[src/sv/mcr_pkg.sv]
// ----------------------------------------------------------------------------
// mcr_pkg - shared definitions for the midpoint circle rasterizer
// Widths, operation codes and the job record passed from front to back.
// ----------------------------------------------------------------------------
package mcr_pkg;

    localparam int COORD_BITS  = 10;
    localparam int RADIUS_BITS = 9;
    localparam int PIX_BITS    = COORD_BITS + 2;
    localparam int DEC_BITS    = RADIUS_BITS + 3;

    localparam int QDEPTH      = 2;
    localparam int QPTR_BITS   = $clog2(QDEPTH);
    localparam int QCNT_BITS   = $clog2(QDEPTH + 1);

    localparam int PIX_PER_JOB = 16;
    localparam int IDX_BITS    = $clog2(PIX_PER_JOB);

    localparam logic OP_START = 1'b0;
    localparam logic OP_STEP  = 1'b1;

    // one iteration: center, point before and after the advance, finish flag
    typedef struct packed {
        logic [COORD_BITS-1:0]  cx;
        logic [COORD_BITS-1:0]  cy;
        logic [RADIUS_BITS-1:0] x0;
        logic [RADIUS_BITS-1:0] y0;
        logic [RADIUS_BITS-1:0] x1;
        logic [RADIUS_BITS-1:0] y1;
        logic                   done;
    } t_job;

endpackage

[src/sv/mcr_front.sv]
// ----------------------------------------------------------------------------
// mcr_front - octant walker
// Takes start and step items, keeps the midpoint state and issues one job
// per step item that draws.
// ----------------------------------------------------------------------------
module mcr_front (
    input  logic                            i_clk,
    input  logic                            i_rst_n,
    input  logic                            i_accept,
    input  logic                            i_operation,
    input  logic [mcr_pkg::COORD_BITS-1:0]  i_center_x,
    input  logic [mcr_pkg::COORD_BITS-1:0]  i_center_y,
    input  logic [mcr_pkg::RADIUS_BITS-1:0] i_radius,
    output logic                            o_push,
    output mcr_pkg::t_job                   o_job
);

    localparam int RB = mcr_pkg::RADIUS_BITS;
    localparam int DB = mcr_pkg::DEC_BITS;

    logic [mcr_pkg::COORD_BITS-1:0] r_cx, r_cy;
    logic [RB-1:0]                  r_x, r_y;
    logic signed [DB-1:0]           r_dec;
    logic                           r_busy;

    logic [RB-1:0]        n_x, n_y;
    logic signed [DB-1:0] n_dec;
    logic signed [RB:0]   w_diff;
    logic signed [DB-1:0] w_inc;
    logic                 w_step;

    assign w_step = i_accept && (i_operation == mcr_pkg::OP_STEP) && r_busy;

    always_comb begin
        n_x    = r_x + RB'(1);
        w_diff = $signed({1'b0, n_x}) - $signed({1'b0, r_y - RB'(1)});
        if (r_dec[DB-1]) begin
            n_y   = r_y;
            w_inc = $signed(DB'({n_x, 1'b1}));
        end else begin
            n_y   = r_y - RB'(1);
            // 2*(x-y)+1, sign-extended
            w_inc = $signed({{(DB-RB-2){w_diff[RB]}}, w_diff, 1'b1});
        end
        n_dec = r_dec + w_inc;
    end

    always_ff @(posedge i_clk) begin
        if (!i_rst_n) begin
            r_cx   <= '0;
            r_cy   <= '0;
            r_x    <= '0;
            r_y    <= '0;
            r_dec  <= '0;
            r_busy <= 1'b0;
        end else if (i_accept && (i_operation == mcr_pkg::OP_START)) begin
            r_cx   <= i_center_x;
            r_cy   <= i_center_y;
            r_x    <= '0;
            r_y    <= i_radius;
            r_dec  <= DB'(1) - $signed(DB'(i_radius));
            r_busy <= (i_radius != '0);
        end else if (w_step) begin
            r_x    <= n_x;
            r_y    <= n_y;
            r_dec  <= n_dec;
            r_busy <= (n_x < n_y);
        end
    end

    assign o_push    = w_step;
    assign o_job.cx  = r_cx;
    assign o_job.cy  = r_cy;
    assign o_job.x0  = r_x;
    assign o_job.y0  = r_y;
    assign o_job.x1  = n_x;
    assign o_job.y1  = n_y;
    assign o_job.done = !(n_x < n_y);

endmodule

[src/sv/mcr_fifo.sv]
// ----------------------------------------------------------------------------
// mcr_fifo - job queue
// Short queue that decouples the octant walker from the pixel emitter.
// ----------------------------------------------------------------------------
module mcr_fifo (
    input  logic          i_clk,
    input  logic          i_rst_n,
    input  logic          i_push,
    input  mcr_pkg::t_job i_data,
    input  logic          i_pop,
    output mcr_pkg::t_job o_data,
    output logic          o_full,
    output logic          o_empty
);

    mcr_pkg::t_job r_mem [mcr_pkg::QDEPTH];

    logic [mcr_pkg::QPTR_BITS-1:0] r_wr, r_rd;
    logic [mcr_pkg::QCNT_BITS-1:0] r_cnt;

    assign o_full  = (r_cnt == mcr_pkg::QCNT_BITS'(mcr_pkg::QDEPTH));
    assign o_empty = (r_cnt == '0);
    assign o_data  = r_mem[r_rd];

    always_ff @(posedge i_clk) begin
        if (i_push) begin
            r_mem[r_wr] <= i_data;
        end
    end

    always_ff @(posedge i_clk) begin
        if (!i_rst_n) begin
            r_wr  <= '0;
            r_rd  <= '0;
            r_cnt <= '0;
        end else begin
            if (i_push) begin
                r_wr <= (r_wr == mcr_pkg::QPTR_BITS'(mcr_pkg::QDEPTH - 1)) ?
                        '0 : r_wr + mcr_pkg::QPTR_BITS'(1);
            end
            if (i_pop) begin
                r_rd <= (r_rd == mcr_pkg::QPTR_BITS'(mcr_pkg::QDEPTH - 1)) ?
                        '0 : r_rd + mcr_pkg::QPTR_BITS'(1);
            end
            if (i_push && !i_pop) begin
                r_cnt <= r_cnt + mcr_pkg::QCNT_BITS'(1);
            end else if (i_pop && !i_push) begin
                r_cnt <= r_cnt - mcr_pkg::QCNT_BITS'(1);
            end
        end
    end

endmodule

[src/sv/mcr_back.sv]
// ----------------------------------------------------------------------------
// mcr_back - pixel emitter
// Expands one job into sixteen symmetric pixels, one per cycle while the
// output is not stalled, into an output register.
// ----------------------------------------------------------------------------
module mcr_back (
    input  logic                         i_clk,
    input  logic                         i_rst_n,
    input  mcr_pkg::t_job                i_job,
    input  logic                         i_empty,
    output logic                         o_pop,
    output logic                         o_valid,
    input  logic                         i_stall,
    output logic [mcr_pkg::PIX_BITS-1:0] o_pixel_x,
    output logic [mcr_pkg::PIX_BITS-1:0] o_pixel_y,
    output logic                         o_last_of_step,
    output logic                         o_circle_done
);

    localparam int PB = mcr_pkg::PIX_BITS;
    localparam int IB = mcr_pkg::IDX_BITS;

    mcr_pkg::t_job r_job;
    logic          r_job_valid;
    logic [IB-1:0] r_idx;

    logic          r_valid;
    logic [PB-1:0] r_px, r_py;
    logic          r_last, r_done;

    logic                           w_load, w_last;
    logic [mcr_pkg::RADIUS_BITS-1:0] w_px, w_py, w_a, w_b;
    logic [PB-1:0]                  w_cx, w_cy, n_px, n_py;

    assign w_load = r_job_valid && (!r_valid || !i_stall);
    assign w_last = (r_idx == IB'(mcr_pkg::PIX_PER_JOB - 1));
    assign o_pop  = !i_empty && (!r_job_valid || (w_load && w_last));

    always_comb begin
        // upper half of the sixteen uses the advanced point
        w_px = r_idx[3] ? r_job.x1 : r_job.x0;
        w_py = r_idx[3] ? r_job.y1 : r_job.y0;
        w_a  = r_idx[2] ? w_py : w_px;
        w_b  = r_idx[2] ? w_px : w_py;
        w_cx = PB'(r_job.cx);
        w_cy = PB'(r_job.cy);
        n_px = r_idx[0] ? (w_cx - PB'(w_a)) : (w_cx + PB'(w_a));
        n_py = r_idx[1] ? (w_cy - PB'(w_b)) : (w_cy + PB'(w_b));
    end

    always_ff @(posedge i_clk) begin
        if (!i_rst_n) begin
            r_job_valid <= 1'b0;
            r_idx       <= '0;
        end else if (o_pop) begin
            r_job_valid <= 1'b1;
            r_idx       <= '0;
        end else if (w_load && w_last) begin
            r_job_valid <= 1'b0;
        end else if (w_load) begin
            r_idx <= r_idx + IB'(1);
        end
    end

    always_ff @(posedge i_clk) begin
        if (o_pop) begin
            r_job <= i_job;
        end
    end

    always_ff @(posedge i_clk) begin
        if (!i_rst_n) begin
            r_valid <= 1'b0;
        end else if (w_load) begin
            r_valid <= 1'b1;
        end else if (!i_stall) begin
            r_valid <= 1'b0;
        end
    end

    always_ff @(posedge i_clk) begin
        if (w_load) begin
            r_px   <= n_px;
            r_py   <= n_py;
            r_last <= w_last;
            r_done <= w_last && r_job.done;
        end
    end

    assign o_valid        = r_valid;
    assign o_pixel_x      = r_px;
    assign o_pixel_y      = r_py;
    assign o_last_of_step = r_last;
    assign o_circle_done  = r_done;

endmodule

[src/sv/midpoint_circle_rasterizer_unit.sv]
// ----------------------------------------------------------------------------
// midpoint_circle_rasterizer_unit - midpoint circle rasterizer, top level
// Front walker, two-entry job queue and sixteen-pixel emitter.
// ----------------------------------------------------------------------------
// A start item (operation 0) loads center and radius and yields no pixel;
// a zero radius leaves the block idle. Each step item (operation 1)
// on a circle in progress yields sixteen pixels, the eight symmetric points
// before and after one midpoint iteration, with last_of_step on the sixteenth
// and circle_done there too once x is no longer below y. Steps while idle
// yield nothing. The input side takes one item per cycle while the two-entry
// job queue has room; the pixel emitter delivers one pixel per cycle while
// the output is not stalled, so each drawing step occupies the output for
// sixteen pixels. A step item's first pixel passes through the job queue,
// the emitter's job register and its output pixel register.
// ----------------------------------------------------------------------------
module midpoint_circle_rasterizer_unit (
    input  logic                            i_clk,
    input  logic                            i_rst_n,
    input  logic                            i_in_valid,
    output logic                            o_in_stall,
    input  logic                            i_operation,
    input  logic [mcr_pkg::COORD_BITS-1:0]  i_center_x,
    input  logic [mcr_pkg::COORD_BITS-1:0]  i_center_y,
    input  logic [mcr_pkg::RADIUS_BITS-1:0] i_radius,
    output logic                            o_out_valid,
    input  logic                            i_out_stall,
    output logic signed [mcr_pkg::PIX_BITS-1:0] o_pixel_x,
    output logic signed [mcr_pkg::PIX_BITS-1:0] o_pixel_y,
    output logic                            o_last_of_step,
    output logic                            o_circle_done
);

    logic          w_accept, w_push, w_pop, w_full, w_empty;
    mcr_pkg::t_job w_job_in, w_job_out;
    logic [mcr_pkg::PIX_BITS-1:0] w_px, w_py;

    assign o_in_stall = w_full;
    assign w_accept   = i_in_valid && !w_full;

    mcr_front u_front (
        .i_clk       (i_clk),
        .i_rst_n     (i_rst_n),
        .i_accept    (w_accept),
        .i_operation (i_operation),
        .i_center_x  (i_center_x),
        .i_center_y  (i_center_y),
        .i_radius    (i_radius),
        .o_push      (w_push),
        .o_job       (w_job_in)
    );

    mcr_fifo u_fifo (
        .i_clk   (i_clk),
        .i_rst_n (i_rst_n),
        .i_push  (w_push),
        .i_data  (w_job_in),
        .i_pop   (w_pop),
        .o_data  (w_job_out),
        .o_full  (w_full),
        .o_empty (w_empty)
    );

    mcr_back u_back (
        .i_clk          (i_clk),
        .i_rst_n        (i_rst_n),
        .i_job          (w_job_out),
        .i_empty        (w_empty),
        .o_pop          (w_pop),
        .o_valid        (o_out_valid),
        .i_stall        (i_out_stall),
        .o_pixel_x      (w_px),
        .o_pixel_y      (w_py),
        .o_last_of_step (o_last_of_step),
        .o_circle_done  (o_circle_done)
    );

    assign o_pixel_x = $signed(w_px);
    assign o_pixel_y = $signed(w_py);

endmodule

[config.mk]
export PLATFORM = sky130hd
export DESIGN_NAME = midpoint_circle_rasterizer_unit
export DESIGN_NICKNAME = d
export VERILOG_FILES = /design/src/sv/mcr_pkg.sv /design/src/sv/mcr_front.sv /design/src/sv/mcr_fifo.sv /design/src/sv/mcr_back.sv /design/src/sv/midpoint_circle_rasterizer_unit.sv
export SDC_FILE = /design/constraint.sdc
export NUM_CORES = 1
export LEC_CHECK = 0
export BUFFER_PORTS_ARGS = -buffer_cell sky130_fd_sc_hd__buf_2
export CORE_MARGIN = 2
export CORE_UTILIZATION = 25
export CTS_CLUSTER_DIAMETER = 120
export DETAILED_ROUTE_END_ITERATION = 8
export PLACE_DENSITY_LB_ADDON = 0.1
export SLEW_MARGIN = 25
export SYNTH_ARGS = -nofsm -noshare
export SYNTH_HDL_FRONTEND = slang
export SYNTH_SLANG_ARGS = --single-unit
[constraint.sdc]
create_clock -name i_clk -period 5 [get_ports i_clk]
set_input_delay 0 -clock i_clk [delete_from_list [all_inputs] [get_ports i_clk]]
set_output_delay 0 -clock i_clk [all_outputs]
set_load 0.02 [all_outputs]
* Word-level counts from Yosys, hierarchy flattened
Memories as Yosys holds them, arrays and structs flattened. A register that Yosys moved wholly into a read port is not among the register bits.
Index checks and enable logic that the tools add are counted.
W data, S select, Z words.
** Storage, ports and cells
- Bits in registers :: 87
- Bits in writable memories :: 114
- Input port bits :: 34
- Output and inout port bits :: 28
- Word-level logic and storage cells :: 90
- Memories kept :: 1
** Memories
- u_fifo.r_mem :: depth 2, bits a word 57, read ports 1, clocked after Yosys merged registers in 1, wr ports 1, line mcr_fifo.sv:16 : mcr_pkg::t_job r_mem [mcr_pkg::QDEPTH];
** Cells by class
- Add/sub/neg operators :: 14
- $lt $le $gt $ge :: 1
- Equality and inequality tests :: 3
- Multiplexer cells :: 24
- Bitwise gates (word level) :: 3
- Reduce and logical (&&, ||, !) cells :: 28
** Operators by type and width (count)
- $mux W9 :: 7
- $mux W12 :: 5
- $add A10 B9 Y11 :: 2
- $sub A10 B9 Y11 :: 2
- $add A12 B12 Y12 :: 1
- $logic_and A1 B1 Y1 :: 10
- $mux W1 :: 10
- $sub A1 B9 Y10 const A :: 1
- $sub A9 B9 Y10 :: 1
- $add A9 B1 Y9 const B :: 1
- $lt A9 B9 Y1 :: 1
- $reduce_bool A9 Y1 :: 1
- $sub A9 B1 Y9 const B :: 1
- $logic_not A1 Y1 :: 8
- $reduce_bool A2 Y1 :: 3
- $add A4 B1 Y4 const B :: 1
- $eq A4 B4 Y1 const B :: 1
- $mux W2 :: 2
- $reduce_or A2 Y1 :: 2
- $not A1 Y1 :: 3
- $add A1 B1 Y1 const B :: 2
- $add A2 B1 Y2 const B :: 1
- $eq A2 B2 Y1 const B :: 1
- $logic_not A2 Y1 :: 1
- 4 further kinds :: 5

* Depth between registers and ports, before layout
Gate-level depths: netlist of run 1.
- Depth in word-level cells :: 9
- Gate-level depth with buffers :: 18
- Gate-level depth less buffers :: 18

* Modules after synthesis
A second synthesis of run 1 with hierarchy kept.
** Second synthesis, totals
- Cells, all modules :: 1062
- Area, all modules :: 12812.3 um2
** By module, submodules not included
- mcr_back :: times used 1, cells each 400, area an instance 4838.4 um2, seq. area each 2612.5 um2
- mcr_fifo :: times used 1, cells each 199, area an instance 4335.4 um2, seq. area each 3523.4 um2
- mcr_front :: times used 1, cells each 462, area an instance 3624.7 um2, seq. area each 1021.0 um2
- midpoint_circle_rasterizer_unit :: times used 1, cells each 1, area an instance 13.8 um2, seq. area each 0.0 um2

* Worst setup path after synthesis of run 1
Ideal clock, no wire load.
- Path type :: reg2reg
- Start :: register u_fifo.r_cnt[0] (netlist name)
- End :: memory u_fifo.r_mem[0][0] (netlist name) (enable)
- Setup time :: 0.474 ns
- Data arrival time :: 3.471 ns
- Data required time :: 4.526 ns
- Slack :: 1.055 ns
- Stages on the path, launching flop included :: 6
- Path buffers :: 1
- Clock period less this slack :: 3.945 ns
- Cells stage by stage :: dfxtp_1 nand2b_1 and3_1 clkbuf_1 nand2_1 nor2_1
** Between the ends
- Cells in the longest elaborated chain, start to end :: 7
** Ends and longest elaborated chain
- from (decl) :: line mcr_fifo.sv:19 : logic [mcr_pkg::QCNT_BITS-1:0] r_cnt;
- from (signal assigned) :: line mcr_fifo.sv:46 : r_cnt <= r_cnt + mcr_pkg::QCNT_BITS'(1);
- from (signal assigned) :: line mcr_fifo.sv:48 : r_cnt <= r_cnt - mcr_pkg::QCNT_BITS'(1);
- $eq A2 B2 Y1 :: line mcr_fifo.sv:21 : assign o_full = (r_cnt == mcr_pkg::QCNT_BITS'(mcr_pkg::QDEPTH));
- $logic_not A1 Y1 :: line midpoint_circle_rasterizer_unit.sv:38 : assign w_accept = i_in_valid && !w_full;
- $logic_and A1 B1 Y1 :: line midpoint_circle_rasterizer_unit.sv:38
- $logic_and A1 B1 Y1 (2 in series) :: line mcr_front.sv:32 : assign w_step = i_accept && (i_operation == mcr_pkg::OP_STEP) && r_busy;
- $mux W1 :: line mcr_fifo.sv:26 : if (i_push) begin
- $mux W1 (not written as such) :: line mcr_fifo.sv:27 : r_mem[r_wr] <= i_data;
- to (decl) :: line mcr_fifo.sv:16
No other way between the ends.

==> results of run 1 <==
-- cell families (layout without fill, tap and decap cells) --
logic type | Yosys count | in the layout | synth area share
DFF | 258 | 258 | 0.566
adders and majority gates | 75 | 75 | 0.0779
muxes | 89 | 89 | 0.0941
xor gates and xnor gates | 66 | 66 | 0.0479
and+or+nand+nor | 215 | 215 | 0.0794
AOI/OAI and AO/OA | 197 | 197 | 0.101
buffers and inverters | 104 | 244 | 0.0339
-- sequential cells by signal, summed over array words and instances, names as in the netlist, 10 cells and up --
register	count
u_fifo.r_mem	114
u_back.r_job	57
u_back.o_pixel_x	12
u_back.o_pixel_y	12
u_front.r_dec	12
u_front.r_cx	10
u_front.r_cy	10
-- report_power, final --
group | total [mW] | switching (mW) | internal, mW | leakage, nW
Sequential | 3.12 | 0.232 | 2.88 | 2.30
Combinational | 2.85 | 1.66 | 1.18 | 2.87
Clock | 2.32 | 0.900 | 1.42 | 0.524
-- final cells by class --
cell class	count	area, um2
multi-input cells	642	5070
repair buffers	119	856
inverters	67	251
flip-flops and latches	258	7140
fillers	5090	34700
clock buffers	41	873
well taps	672	841
clock inverters	17	185
-- path summary, 6_finish.rpt --
check	startpoint	end	slack, ns	cells past startpoint
max	u_front.r_x[0]$_SDFFE_PP0P_	u_front.r_dec[11]$_SDFFE_PN0P_	0.78	16
min	i_rst_n	u_front.r_cy[5]$_SDFFE_PN0P_	0.02	2
max reg2reg	u_front.r_x[0]$_SDFFE_PP0P_	u_front.r_dec[11]$_SDFFE_PN0P_	0.78	16
min reg2reg	u_front.r_cx[3]$_SDFFE_PN0P_	u_fifo.r_mem[1][50]$_DFFE_PP_	0.45	0
-- per-stage QoR --
| stage | power, mW | std cells | area (um2) |
|---|---|---|---|
| finish | 8.29 | 1816 | 15200 |
| global route | 8.88 | 1816 | 15200 |
| CTS | 8.44 | 1816 | 15200 |
| detailed placement | 6.03 | 1717 | 13700 |
| global placement | 6.04 | 1717 | 13700 |
| floorplan | 5.18 | 1004 | 12600 |
-- worst max-delay path: stages (launching register included) --
cell	delay, ns
dfxtp_1	0.49
ha_1	0.26
xor2_1	0.35
ha_1	0.34
o21ai_0	0.22
o21ai_0	0.12
a21o_1	0.24
xnor2_1	0.14
o21ai_0	0.11
ha_1	0.24
or4_1	0.50
o21ai_0	0.28
o21ai_0	0.18
a21o_1	0.20
a21oi_1	0.20
o32a_2	0.19
a21oi_2	0.05
-- Yosys cell counts (all sizes together), types with 11 or more instances --
library cell  number
a21boi            26
a21o              17
a21oi             55
buf               17
clkbuf            20
dfxtp             61
edfxtp           197
ha                69
inv               66
mux2              57
mux2i             14
mux4              18
nand2             91
nor2              52
nor3              13
o21ai             39
o22ai             11
xnor2             35
xor2              31
-- per-layer routing --
metal	global-route usage	part of all wire	vias to the layer above
li1	-	-	3890
met3	0.0193	0.035	31
met1	0.171	0.49	3823
met5	0	0	-
met4	0.0270	0.019	0
met2	0.194	0.46	114
==> results.yml, run 1 <==
synthesis:
  synth.distinct_cells: 61
  syn_inst: 1004
  synth_area_um2: 12600
  post_synth.cell_area_avg_um2: 12.6
  synth_top_area_frac: 0.469
  syn_nets: 1113
  yosysSeqAreaShare: 0.566
  ys_warn_count: 0
  synth_edf_count: 197
  async_reset_ff_frac: 0
  synth_ff_type: "edfxtp_1"
  synthTopCellsByArea: "edfxtp_1 (47%), dfxtp_1 (9.7%), ha_1 (6.8%), mux2_2 (5.1%), mux4_2 (3.2%)"
  yosys.area.top_type: "edfxtp_1"
  yosys_register_bits: 258
floorplanning:
  start_util: 0.253
  io_pins: 62
  dieArea_um2: 52300
  core-area_um2: 50000
  die_y_um: 229
  fp-row-count: 82
  die_w_um: 229
timing:
  final.setup_skew_ns: 0.0340
  rsz0062_at_grt: "false"
  max_slew.worst_pin.slew_ns: 0.946
  fin_ws_ns: 0.779
  max_freq_mhz: 237
  finalSetupViolations: 0
  hold_ws_ns: 0.0150
  drv_slew: 0
  period_minus_slack_ns: 4.22
  hold_viol_final: 0
  relSlewSlack: 0.369
  fin_crit_sh: 0.844
  fin_tns_setup_ns: 0
worst_setup_path:
  cp.required_ns: 5.46
  cp-end-kind: "flop"
  arrival_ns: 4.68
  critical_path_class: "flop to flop"
  cp_max_fo: 9
  cp-start-kind: "flop"
detailed_routing:
  firstDrtPassIters: 6
  antenna_left: 0
  drc_errors: 0
  drt-initial-drc-count: 396
  wirelength_um: 31600
  wl_per_cell_um: 17.4
  vias: 7858
  viasPerCell: 4.33
clock_tree:
  ctsHoldBuffers: 41
  cts_tree: "done"
  path_clk_slew_ns: 0.06
  cts_buffer_depth: 3
  ctsResizeCount: 0
  numCtsBuffers: 31
  htreeDepth: 1
  insertion_delay_ns: 0.58
  cts_sinks: 258
  post_cts_buffers: 0
  cts_root_buf: "clkbuf_16"
flow_run:
  cap_violations: 0
hold_path:
  min_path_type: "input pin to flop"
global_routing:
  overflow: 0
  grt_pass1_vias: 7909
  grt_antenna_before_repair: 0
  grt_usage: 0.121
  grt_pass1_wl_um: 48800
  grt_max_degree: 59
pwr:
  p_leak_nw: 5.69
  power.density_nw_per_um2: 545
  vdd_drop_max_mv: 0.210
cells_and_area:
  areaGrowthSynthToFinish_pct: 20.6
  layout_commonest_cell: "edfxtp_1"
  drive_above_1_share: 0.192
  antennaDiodeCount: 0
  layout_common_cells: "edfxtp_1 (197), nand2_1 (91), ha_1 (69)"
  fin_nets: 1228
  fin_util: 0.305
place:
  dp_slack_ns: 0.748
  post-dp-hpwl_um: 21700
  port-buffer-count: 61
  globalplace.congestion: 0.778
run_status:
  status: "finished, final reports clean"
No activity file was read; power rests on OpenSTA's default activity.
==> run 2: changes to the inputs <==
==> constraint.sdc (replaced) <==
create_clock -name i_clk -period 3.7 [get_ports i_clk]
set_input_delay 0 -clock i_clk [delete_from_list [all_inputs] [get_ports i_clk]]
set_output_delay 0 -clock i_clk [all_outputs]
set_load 0.02 [all_outputs]
==> run 2 against run 1 <==
Compared with the run above:
- non-clock buffer count rose by 66
- critical path depth fell by 2
- cell count rose by 3.7%
- maximum frequency rose by 19%
- highest routed layer unchanged
==> results.yml, run 2 (synthesis gave the netlist of run 1 again) <==
run_status:
  status: "finished, final reports clean"
worst_setup_path:
  critical_path_class: "flop to flop"
  cp-start-kind: "flop"
  rr_endpoint: "u_front.r_dec[11]$_SDFFE_PN0P_"
  r2r_start: "u_front.r_y[0]$_SDFFE_PN0P_"
  cp-end-kind: "flop"
  cp.required_ns: 4.16
  reg2reg_depth: 14
  r2r_slack_ns: 0.14
  arrival_ns: 4.02
  cp_max_fo: 4
timing:
  fin_crit_sh: 0.962
  final.setup_skew_ns: 0.0192
  finalSetupViolations: 0
  relSlewSlack: 0.495
  max_freq_mhz: 281
  max_slew.worst_pin.slew_ns: 0.757
  hold_viol_final: 0
  period_minus_slack_ns: 3.56
  drv_slew: 0
detailed_routing:
  vias: 8127
  wirelength_um: 32400
  viasPerCell: 4.32
  drc_errors: 0
  antenna_left: 0
  drt-initial-drc-count: 376
  firstDrtPassIters: 4
  wl_per_cell_um: 17.2
clock_tree:
  cts_root_buf: "clkbuf_16"
  htreeDepth: 1
  cts_buffer_depth: 3
  insertion_delay_ns: 0.58
  cts_sinks: 258
  path_clk_slew_ns: 0.06
  numCtsBuffers: 31
  cts_tree: "done"
global_routing:
  overflow: 0
  grt_pass1_vias: 8310
  grt_antenna_before_repair: 0
  grt_max_degree: 58
  grt_pass1_wl_um: 49700
  grt_usage: 0.124
hold_path:
  min_to: "u_front.r_dec[6]$_SDFFE_PN0P_"
  min_path_type: "input pin to flop"
  hold_depth: 4
  min-delay-start: "i_in_valid"
floorplanning:
  die_y_um: 229
  dieArea_um2: 52300
  start_util: 0.253
  die_w_um: 229
  core-area_um2: 50000
  io_pins: 62
  fp-row-count: 82
cells_and_area:
  top_register: "u_fifo.r_mem"
  areaGrowthSynthToFinish_pct: 25.6
  layout_commonest_cell: "edfxtp_1"
  fillers: 5035
  regArea_um2: 7140
  layout_common_cells: "edfxtp_1 (197), nand2_1 (91), buf_4 (71)"
  multi_input_area_um2: 5170
  fin_nets: 1294
  largest_reg_flops: 114
  fin_cells: 1883
  drive_above_1_share: 0.248
  reg.largest.list: "u_fifo.r_mem x114, u_back.r_job x57"
place:
  port-buffer-count: 61
  post-dp-hpwl_um: 22100
  globalplace.congestion: 0.784
  placed_cells: 1768
pwr:
  p_leak_nw: 6.03
  finalPower_mw: 11.5
  power.density_nw_per_um2: 726
  vdd_drop_max_mv: 0.313
flow_run:
  cap_violations: 0
-- run 2: changes by cell type in the layout (fill, tap and decap cells not counted), sizes merged --
| cell | before | now |
|---|---|---|
| inv | 68 | 67 |
| clkbuf | 41 | 39 |
| buf | 78 | 136 |
| diode | 0 | 1 |
| dlygate4sd3 | 41 | 49 |
| clkinv | 12 | 10 |
| clkinvlp | 0 | 5 |
-- run 2: metrics by stage --
step | util | setup TNS (ns) | setup slack [ns] | area, um2 | hold WS (ns)
after floorplan | - | 0 | 0.0354 | 12600 | 0.145
after global placement | 0.284 | -0.263 | -0.142 | 14200 | 0.252
after detailed placement | 0.284 | -0.336 | -0.149 | 14200 | 0.258
after CTS | 0.315 | 0 | 0.0213 | 15700 | 0.000824
after global routing | 0.317 | -0.0253 | -0.0253 | 15900 | 0.0142
final | 0.317 | 0 | 0.142 | 15900 | 0.0141
-- run 2: critical path, stage by stage (launching register included) --
cell and delay, ns:
dfxtp_2 0.33, or3_4 0.40, or3_4 0.38, xor2_2 0.17, ha_1 0.32, xnor2_1 0.16
o21ai_0 0.11, ha_1 0.21, or4_1 0.52, o21ai_2 0.17, o21ai_2 0.09, a21o_1 0.18
a21oi_2 0.18, o32a_2 0.18, a21oi_2 0.05
-- run 2: worst max path at each step --
stage	end	slack [ns]	startpoint	cells past startpoint
after floorplan	u_front.r_dec[11]$_SDFFE_PN0P_	0.04	u_front.r_x[0]$_SDFFE_PP0P_	17
after global placement	u_front.r_dec[11]$_SDFFE_PN0P_	-0.14	u_front.r_y[0]$_SDFFE_PN0P_	17
after detailed placement	u_front.r_dec[11]$_SDFFE_PN0P_	-0.15	u_front.r_y[0]$_SDFFE_PN0P_	17
after CTS	u_front.r_dec[8]$_SDFFE_PN0P_	0.02	u_front.r_y[0]$_SDFFE_PN0P_	17
after global routing	u_front.r_dec[11]$_SDFFE_PN0P_	-0.03	u_front.r_y[0]$_SDFFE_PN0P_	19
final	u_front.r_dec[11]$_SDFFE_PN0P_	0.14	u_front.r_y[0]$_SDFFE_PN0P_	14
-- run 2: what timing repair did --
action / CTS / global route
setup buffers: 0 / 7
pin swaps: 0 / 11
resized for setup: 9 / 22
endpoints found under the setup margin: 4 / 8
hold endpoints to repair: 42 / 0
hold buffers: 49 / 0
-- run 2: per-layer routing --
metal  vias to the layer above  routed length, um  global-route usage
met5                         -                  0                   0
met4                         0                854              0.0357
met3                        45               1080              0.0196
met2                       117              14500               0.198
met1                      3939              15900               0.172
li1                       4026                  -                   -
-- run 2: area by class of cell --
| cell class | instances | area share |
|---|---|---|
| clock inverter | 19 | 0.0133 |
| tap | 672 | 0.0530 |
| clock buffer | 39 | 0.0521 |
| timing repair buffer | 185 | 0.0889 |
| inverter | 67 | 0.0159 |
| multi-input combinational | 642 | 0.326 |
| antenna | 1 | 0.000158 |
| sequential | 258 | 0.450 |
-- run 2: where the power goes --
group / switching (mW) / internal [mW]
sequential: 0.299 / 3.90
clock: 1.23 / 1.86
combinational: 2.36 / 1.87
total: 3.89 / 7.62
==> run 3: changes to the inputs <==
--- a/config.mk
+++ b/config.mk
@@ -10,6 +10,7 @@
 export CORE_UTILIZATION = 25
 export CTS_CLUSTER_DIAMETER = 120
 export DETAILED_ROUTE_END_ITERATION = 8
+export MAX_ROUTING_LAYER = met4
 export PLACE_DENSITY_LB_ADDON = 0.1
 export SLEW_MARGIN = 25
 export SYNTH_ARGS = -nofsm -noshare
==> run 3 against run 2 <==
Compared with the run above:
- clock skew down 0.0024 ns
- worst hold slack better by 0.0081 ns
- sequential cell count is the same
- sequential power is essentially flat
- utilization about the same
- maximum frequency decreased by 0.39%
- combinational power is essentially flat
- cell count hardly changed
- routed wire length shrank 0.20%
==> results.yml, run 3 (synthesis gave the netlist of run 1 again) <==
global_routing:
  grt_usage: 0.127
  overflow: 0
  grt_antenna_before_repair: 0
  grt_pass1_wl_um: 49700
  grt_max_degree: 58
  grt_pass1_vias: 8304
pwr:
  power.density_nw_per_um2: 726
  p_seq_frac: 0.365
  p_sw_mw: 3.88
  vdd_drop_max_mv: 0.311
  p_sw_frac: 0.337
  comb_power_share: 0.367
  finalPower_mw: 11.5
  p_int_mw: 7.63
  pwr-share-clk: 0.268
  p_leak_nw: 6.03
cells_and_area:
  top_register: "u_fifo.r_mem"
  fin_util: 0.317
  layout_commonest_cell: "edfxtp_1"
  fin_nets: 1295
  layout_common_cells: "edfxtp_1 (197), nand2_1 (91), buf_4 (72)"
  reg.largest.list: "u_fifo.r_mem x114, u_back.r_job x57"
  fin_area_um2: 15900
  largest_reg_flops: 114
  areaGrowthSynthToFinish_pct: 25.7
  drive_above_1_share: 0.249
timing:
  final.setup_skew_ns: 0.0168
  finalSetupViolations: 0
  max_freq_mhz: 280
  fin_ws_ns: 0.128
  relSlewSlack: 0.484
  max_slew.worst_pin.slew_ns: 0.773
  fin_crit_sh: 0.965
  period_minus_slack_ns: 3.57
  drv_slew: 0
  hold_viol_final: 0
worst_setup_path:
  cp_cell_sequence: "or3_4 > or3_4 > xor2_2 > ha_1 > xnor2_1 > o21ai_0 > ha_1 > or4_1 > o21ai_2 > o21ai_2 > a21o_1 > a21oi_2 > o32a_2 > a21oi_2"
  cp.required_ns: 4.16
  cp-end-kind: "flop"
  crit_path_top_delay_cell: "or4_1"
  critical_path_class: "flop to flop"
  cp_max_fo: 4
  max_stage_delay_ns: 0.52
  cp-start-kind: "flop"
  arrival_ns: 4.03
detailed_routing:
  firstDrtPassIters: 4
  drc_errors: 0
  wl_per_cell_um: 17.1
  antenna_left: 0
  drt-initial-drc-count: 383
  wirelength_um: 32300
  viasPerCell: 4.30
  vias: 8092
run_status:
  status: "finished, final reports clean"
clock_tree:
  insertion_delay_ns: 0.58
  numCtsBuffers: 31
  cts_tree: "done"
  cts_buffer_depth: 3
  htreeDepth: 1
  path_clk_slew_ns: 0.06
  cts_sinks: 258
  cts_root_buf: "clkbuf_16"
place:
  post-dp-hpwl_um: 22100
  dpl_cell_area_um2: 14200
  port-buffer-count: 61
  globalplace.congestion: 0.796
  dp_slack_ns: -0.149
floorplanning:
  die_y_um: 229
  start_util: 0.253
  dieArea_um2: 52300
  fp-row-count: 82
  io_pins: 62
  core-area_um2: 50000
  die_w_um: 229
flow_run:
  cap_violations: 0
hold_path:
  min_path_type: "input pin to flop"
## run 3: path summary, 6_finish.rpt
check	from	to	slack, ns	cells past startpoint
max	u_front.r_y[0]$_SDFFE_PN0P_	u_front.r_dec[11]$_SDFFE_PN0P_	0.13	14
min	i_in_valid	u_front.r_dec[6]$_SDFFE_PN0P_	0.02	4
max reg2reg	u_front.r_y[0]$_SDFFE_PN0P_	u_front.r_dec[11]$_SDFFE_PN0P_	0.13	14
min reg2reg	u_front.r_cy[7]$_SDFFE_PN0P_	u_fifo.r_mem[0][44]$_DFFE_PP_	0.45	0
## run 3: what timing repair did
action,in CTS,in global routing
hold buffers,49,0
endpoints found under the setup margin,4,8
pin swaps,0,6
buffers inserted,0,8
hold endpoints to repair,42,0
resized for setup,9,22
## run 3: layer usage
metal,up-vias,global-route usage,wire length (um)
li1,4031,-,-
met4,0,0.0357,862
met5,-,-,0
met1,3905,0.172,15900
met3,53,0.0196,964
met2,103,0.198,14500
## run 3: power by group through the flow
stage	Clock, mW	Sequential, mW	Combinational [mW]
floorplan	0	4.31	2.69
global placement	0	4.26	4.12
detailed placement	0	4.26	4.11
CTS	3.19	4.20	4.23
global route	3.30	4.26	4.76
finish	3.08	4.20	4.23
## run 3: stage by stage
stage / instances / hold slack [ns] / TNS (ns)
after floorplan: 1004 / 0.145 / 0
after global placement: 1768 / 0.252 / -0.263
after detailed placement: 1768 / 0.258 / -0.336
after CTS: 1875 / 0.000824 / 0
after global routing: 1883 / 0.0154 / -0.0253
final: 1884 / 0.0222 / 0
## run 3: critical path: cells and delay by family, from the launching register on
kind,cells,cell delay [ns]
DFF,1,0.33
AOI/OAI and AO/OA,7,0.96
and+or+nand+nor,3,1.30
adders and majority gates,2,0.53
xor gates and xnor gates,2,0.33
## run 3: final cells by class
| class | instances | area, um2 |
|---|---|---|
| timing repair buffer | 186 | 1420 |
| sequential | 258 | 7140 |
| tap | 672 | 841 |
| clock inverter | 19 | 211 |
| antenna | 1 | 2.50 |
| multi-input combinational | 642 | 5170 |
| clock buffer | 39 | 826 |
| fill | 5037 | 34100 |
| inverter | 67 | 251 |
